==> config.mk <==
export PLATFORM = sky130hd
export DESIGN_NAME = cmf2d_median
export DESIGN_NICKNAME = d
export VERILOG_FILES = /design/src/sv/cmf2d_pkg.sv /design/src/sv/cmf2d_median.sv
export SDC_FILE = /design/constraint.sdc
export NUM_CORES = 1
export LEC_CHECK = 0
export BUFFER_PORTS_ARGS = -buffer_cell sky130_fd_sc_hd__buf_2
export CORE_MARGIN = 3
export CORE_UTILIZATION = 40
export CTS_CLUSTER_SIZE = 16
export DETAILED_ROUTE_END_ITERATION = 7
export PLACE_DENSITY = 0.57
export SLEW_MARGIN = 30
export SYNTH_ARGS = -nofsm -noshare
export SYNTH_HDL_FRONTEND = slang
export SYNTH_SLANG_ARGS = --single-unit
==> constraint.sdc <==
create_clock -name clk -period 12.4 [get_ports clk]
set_clock_uncertainty 0.2 [all_clocks]
set_input_delay 1.86 -clock clk [delete_from_list [all_inputs] [get_ports clk]]
set_output_delay 1.86 -clock clk [all_outputs]
set_load 0.005 [all_outputs]
==> src/sv/cmf2d_pkg.sv <==
package cmf2d_pkg;

  localparam int DEF_MAX_WIDTH   = 2048;
  localparam int DEF_SAMPLE_BITS = 16;

  localparam int WIDTH_REG_BITS  = 12;
  localparam int HEIGHT_BITS     = 16;
  localparam logic [WIDTH_REG_BITS-1:0] WIDTH_RESET  = 12'd512;
  localparam logic [HEIGHT_BITS-1:0]    HEIGHT_RESET = 16'd512;
  localparam int MIN_DIM         = 3;

  // Register map: one 32-bit register every four bytes.
  localparam int PADDR_BITS  = 3;
  localparam int REG_SEL_BIT = 2;
  localparam logic REG_WIDTH  = 1'b0;
  localparam logic REG_HEIGHT = 1'b1;

  localparam logic FUNC_DRAIN = 1'b1;

  typedef struct packed {
    logic border;
    logic last;
  } cmf2d_tag_t;

endpackage

==> src/sv/cmf2d_median.sv <==
module cmf2d_median import cmf2d_pkg::*; #(
  parameter int SAMPLE_BITS = DEF_SAMPLE_BITS
) (
  input  logic                          clk,
  input  logic                          rst,
  input  logic                          in_valid,
  output logic                          in_ready,
  input  logic signed [SAMPLE_BITS-1:0] in_up,
  input  logic signed [SAMPLE_BITS-1:0] in_left,
  input  logic signed [SAMPLE_BITS-1:0] in_ctr,
  input  logic signed [SAMPLE_BITS-1:0] in_right,
  input  logic signed [SAMPLE_BITS-1:0] in_down,
  input  cmf2d_tag_t                    in_tag,
  output logic                          out_valid,
  input  logic                          out_ready,
  output logic [SAMPLE_BITS-1:0]        out_pixel,
  output logic                          out_last
);

  function automatic logic signed [SAMPLE_BITS-1:0] smin(
    input logic signed [SAMPLE_BITS-1:0] x,
    input logic signed [SAMPLE_BITS-1:0] y
  );
    return (x > y) ? y : x;
  endfunction

  function automatic logic signed [SAMPLE_BITS-1:0] smax(
    input logic signed [SAMPLE_BITS-1:0] x,
    input logic signed [SAMPLE_BITS-1:0] y
  );
    return (x > y) ? x : y;
  endfunction

  logic b_valid, c_valid, b_ready, c_ready;
  logic signed [SAMPLE_BITS-1:0] b_a, b_b, b_c, b_d, b_e, b_ctr;
  cmf2d_tag_t b_tag;
  logic signed [SAMPLE_BITS-1:0] a1, b1, d1, e1, a2, c2, b3, c3;
  logic signed [SAMPLE_BITS-1:0] d4, c5, d5, b6, e6, c7, d8, c9;
  logic [SAMPLE_BITS-1:0] c_pixel;
  logic c_last;

  assign c_ready  = !c_valid || out_ready;
  assign b_ready  = !b_valid || c_ready;
  assign in_ready = b_ready;

  // First half of the five-input network: the first four exchanges.
  always_comb begin
    a1 = smin(in_up, in_left);
    b1 = smax(in_up, in_left);
    d1 = smin(in_right, in_down);
    e1 = smax(in_right, in_down);
    a2 = smin(a1, in_ctr);
    c2 = smax(a1, in_ctr);
    b3 = smin(b1, c2);
    c3 = smax(b1, c2);
  end

  // Second half, keeping only the lanes that reach the middle output.
  always_comb begin
    d4 = smax(b_a, b_d);
    c5 = smin(b_c, d4);
    d5 = smax(b_c, d4);
    b6 = smin(b_b, b_e);
    e6 = smax(b_b, b_e);
    c7 = smax(b6, c5);
    d8 = smin(d5, e6);
    c9 = smin(c7, d8);
  end

  always_ff @(posedge clk) begin
    if (rst) begin
      b_valid <= 1'b0;
      c_valid <= 1'b0;
    end else begin
      if (b_ready) begin
        b_valid <= in_valid;
      end
      if (c_ready) begin
        c_valid <= b_valid;
      end
    end
  end

  always_ff @(posedge clk) begin
    if (b_ready && in_valid) begin
      b_a   <= a2;
      b_b   <= b3;
      b_c   <= c3;
      b_d   <= d1;
      b_e   <= e1;
      b_ctr <= in_ctr;
      b_tag <= in_tag;
    end
    if (c_ready && b_valid) begin
      c_pixel <= b_tag.border ? b_ctr : c9;
      c_last  <= b_tag.last;
    end
  end

  assign out_valid = c_valid;
  assign out_pixel = c_pixel;
  assign out_last  = c_last;

endmodule

Word level (Yosys, flattened, before mapping). Index checks and enable logic that the tools add are counted. Widths: inputs -> output; s select.

Flip-flop bits (word level): 117. Latch bits: 0. RAM bits: 0. Bits in read-only memories: 0. Input bits: 86. Output and inout port bits: 19. Word-level logic and storage cells: 45. Memories: 0.

Add/sub/neg operators: 0. Multipliers: 0. Divide/modulo/power cells: 0. Order comparisons: 10. Equality and inequality tests: 0. Shift operators: 0. Multiplexer cells: 17. Bitwise logic cells: 0. Reductions and logical operators: 6.

Operator list (number): $mux 16 (17); $gt 16x16->1 (10); $logic_and 1x1->1 (2); $logic_not 1->1 (2); $logic_or 1x1->1 (2).

Longest topological paths before layout.
Depth after elaboration: 9. Depth in mapped cells: 57. Mapped depth without buffers: 50.

Worst setup path after synthesis. No wires, ideal clock.

Path kind: register to register. From: register b_a[15]. To: register c_pixel[10], in the netlist out_pixel[10], data pin. Setup time: 261 ps. Arrival time: 9433 ps. Data required time: 11939 ps. Setup slack: 2506 ps. Cell stages (with the launch flop): 53. Buffers on the path: 6. Clock period less this slack: 9894 ps. Cell sequence: edfxtp_1 -> ha_1 -> nand4_2 -> nor4_4 -> a21oi_1 -> and4_4 -> buf_6 -> nor2_8 -> buf_1 -> mux2i_1 -> ha_1 -> a21o_1 -> a21o_1 -> a21oi_1 -> o221ai_1 -> a211oi_1 -> a31o_1 -> nand2b_1 -> [... 17 more ...] -> o31ai_2 -> a21oi_4 -> mux2_1 -> inv_1 -> ha_1 -> a21o_1 -> a21o_1 -> a21oi_1 -> nor2b_1 -> o21ai_0 -> nand2b_1 -> a2111oi_0 -> a221o_1 -> clkbuf_1 -> nor2_1 -> clkbuf_1 -> o211a_1 -> a221o_1.

Cells in the longest elaborated chain, start to end: 9. Elaborated cells between the ends (all ways): 12. Those cells by class: order compare (5); mux (7).

RTL lines: start, declared (line cmf2d_median.sv:35) `logic signed [SAMPLE_BITS-1:0] b_a, b_b, b_c, b_d, b_e, b_ctr;`; start signal, assigned (line cmf2d_median.sv:86) `b_a <= a2;`; $gt 16x16->1 (line cmf2d_median.sv:31) `return (x > y) ? x : y;`; $mux 16 (*) (line cmf2d_median.sv:31); $gt 16x16->1 (line cmf2d_median.sv:24, cmf2d_median.sv:31); $mux 16 (on tied branches) (line cmf2d_median.sv:24, cmf2d_median.sv:31); $gt 16x16->1 (on tied branches) (line cmf2d_median.sv:31, cmf2d_median.sv:24); $mux 16 (on tied branches) (line cmf2d_median.sv:31, cmf2d_median.sv:24); $gt 16x16->1 (line cmf2d_median.sv:24) `return (x > y) ? y : x;`; $mux 16 (*) (line cmf2d_median.sv:24); $mux 16 (*) (line cmf2d_median.sv:95) `c_pixel <= b_tag.border ? b_ctr : c9;`; end signal, assigned (line cmf2d_median.sv:95); end, declared (line cmf2d_median.sv:39) `logic [SAMPLE_BITS-1:0] c_pixel;`.

Mark *: on every way between the ends. The rest lies on a longest branch, timed or not. A chain may end at the register's enable or synchronous reset.

Worst setup path after layout.
From: register b_a[15]. To: register c_pixel[4], in the netlist out_pixel[4], data pin.

The elaborated chain is that of the path after synthesis.

==> impl_metrics.yaml <==
status:
  status: "finished clean"
sta:
  fmax_ghz: 0.0891
  setup-violations-final: 0
  hold_ws_ns: 0.226
  hold_viol: 0
  rsz0062_at_grt: "false"
  maxSlewViolCount: 0
  fin_crit_sh_pct: 90.5
  tightest_slew_ns: 0.914
  fin_crit_ns: 11.22
  slew_headroom_pct: 39.1
  fin_tns_setup_ns: 0
logic_synthesis:
  synth_top_family_by_area: "adder cells"
  ys_ff_latch: 117
  async_flop_share_pct: 0
  synthMuxAreaShare_pct: 14.4
  synth_largest_area_cell: "edfxtp_1"
  synthesis.nets: 1371
  synth_xor_area_share_pct: 0.163
  yosys_most_used_dff: "edfxtp_1"
  synthesis.area_um2: 10700
  yosysWarningCount: 0
  synth.distinct_cells: 64
  synth_fa_ha_area_share_pct: 18.3
  synth_seq_area_share_pct: 32.5
  synth.avg_cell_area_um2: 9.53
  yosys.area_share.simple_pct: 11.2
  netlist.area_leader.share_pct: 32.1
  synthCells: 1128
  synth.area.top_cells: "edfxtp_1 32%, ha_1 18%, mux2i_1 10%"
  synth-edff-count: 115
  synth_compound_area_share_pct: 16.4
critical_path:
  cpLargestDelayFamily: "compound AO/OA/AOI/OAI gates"
  worstPathBufferInverterCount: 3
  cp_data_arrival_time_ns: 11.19
  endpoint_kind: "flip-flop"
  critPathMaxStageDelay_ns: 0.64
  path_max_fanout: 22
  required_ns: 12.38
  critPathKind: "reg2reg"
  crit_path_top_delay_cell: "a221o_1"
  crit_top_cell: "a21oi_1"
  start_kind: "flip-flop"
routing:
  drtAntennaViolNets: 0
  wl_per_cell_um: 19.7
  routed_via_density: 5.51
  detail_route.iter0.violations: 625
  drtPass1Iterations: 5
  drc: 0
  wirelength_um: 30800
  num_vias: 8624
finish:
  final_common_cell: "ha_1"
  stdcell_area_um2: 12200
  drive_gt1_share_pct: 16.2
  finalNonFillerCells: 1566
  area_growth_pct: 13.6
  diodes: 0
  nFillCells: 2526
  nNetsFinal: 1461
  final_cell_mix: "157 x ha_1, 147 x inv_1, 120 x a21oi_1"
floorplanning:
  num_io_pins: 105
  num_rows: 59
  start_util_pct: 41.0
  core_um2: 26200
  die_x_um: 170
  die_area_um2: 28900
  dieHeight_um: 170
clock_tree:
  cts_resized: 0
  cts_root_buf: "clkbuf_16"
  cts_tree: "done"
  clk_latency_ns: 0.42
  cts.clk_slew.worst_paths_ns: 0.06
  cts_sinks: 117
  clockBufferDepth: 2
  htreeDepth: 4
  cts_buffers: 17
  postCtsSetupBuffers: 0
  hold_buffers: 0
global_route:
  top_usage_layer: "met2"
  antenna_found_initial: 0
  grt_pass1_vias: 8208
  met3_usage_pct: 3.28
  met1_usage_pct: 29.1
  grt_first_pass_wirelength_um: 46900
  groute.usage.overall_pct: 21.4
  grt_start_max_net_pins: 79
  grt_overflow_total: 0
  grt_use_met2_pct: 35.0
place:
  io_buffers: 104
  place_hpwl_um: 25400
  dpl-instance-area_um2: 11600
  place_inst: 1533
  place_congestion: 0.942
pwr:
  ir_worst_vdd_uv: 227
  power_density_nw_per_um2: 304
  power_leakage_nw: 5.87
  total_power_mw: 3.71
min_path:
  hp-class: "reg2reg"
job:
  maxCapViolCount: 0
-- cell usage after synthesis, types with 3 or more instances --
library cell,n
ha_1,157
inv_1,147
a21oi_1,120
edfxtp_1,115
mux2i_1,108
nor2_1,92
nand2_1,42
o21ai_0,38
mux2_2,36
clkbuf_1,27
nand4_1,27
nor2b_1,23
o21a_1,23
a21o_1,22
nand2b_1,17
a221o_1,10
buf_1,9
o211a_1,9
o21ai_1,8
and4_1,7
nor3_1,7
a21boi_0,6
a222oi_1,5
and2_1,5
nand3_1,5
a31o_2,4
buf_6,4
a211oi_1,3
buf_2,3
mux2_1,3
o221ai_1,3
-- cells by family (layout without fill, tap and decap cells) --
logic type / after synthesis / count (layout)
AOI/OAI and AO/OA: 275 / 275
xor gates and xnor gates: 2 / 2
adders and majority gates: 157 / 157
buffers and inverters: 190 / 293
DFF: 117 / 117
muxes: 149 / 149
and+or+nand+nor: 238 / 238
-- metal layers --
metal / wire length [um] / part of all wire (%)
met5: 0 / 0
met4: 986 / 3.2
met3: 1270 / 4.1
met2: 14400 / 47
met1: 14200 / 46
-- final cells by class --
cell class | count | area (um2) | share of cell area [%]
Inverter | 147 | 552 | 4.52
Multi-Input combinational cell | 821 | 6530 | 53.5
Tap cell | 335 | 419 | 3.43
Sequential cell | 117 | 3490 | 28.6
Clock inverter | 15 | 179 | 1.47
Timing Repair Buffer | 114 | 607 | 4.97
Clock buffer | 17 | 425 | 3.48
-- through the flow --
step | setup WS, ns | util [%]
detailed placement | 1.15 | 44.2
floorplan | 2.51 | -
finish | 1.18 | 46.6
global placement | 1.21 | 44.1
global route | 0.257 | 46.6
CTS | 1.07 | 46.5
-- report_power, final --
part	internal [mW]	switching, mW
Clock	0.317	0.197
Sequential	0.583	0.0696
Combinational	1.09	1.45
-- worst paths after layout --
check	from	endpoint	slack, ns	cells after the start
max	b_a[15]	out_pixel[4]	1.18	49
min	b_tag[0]	out_last	0.23	0
max reg2reg	b_a[15]	out_pixel[4]	1.18	49
min reg2reg	b_tag[0]	out_last	0.23	0
-- state kept, by name (all words and copies together) (netlist names) --
name	flops
b_d	16
b_valid	1
b_a	16
b_c	16
b_b	16
out_last	1
b_e	16
out_pixel	16
b_tag	2
out_valid	1
b_ctr	16
No activity file was read; power rests on OpenSTA's default activity.
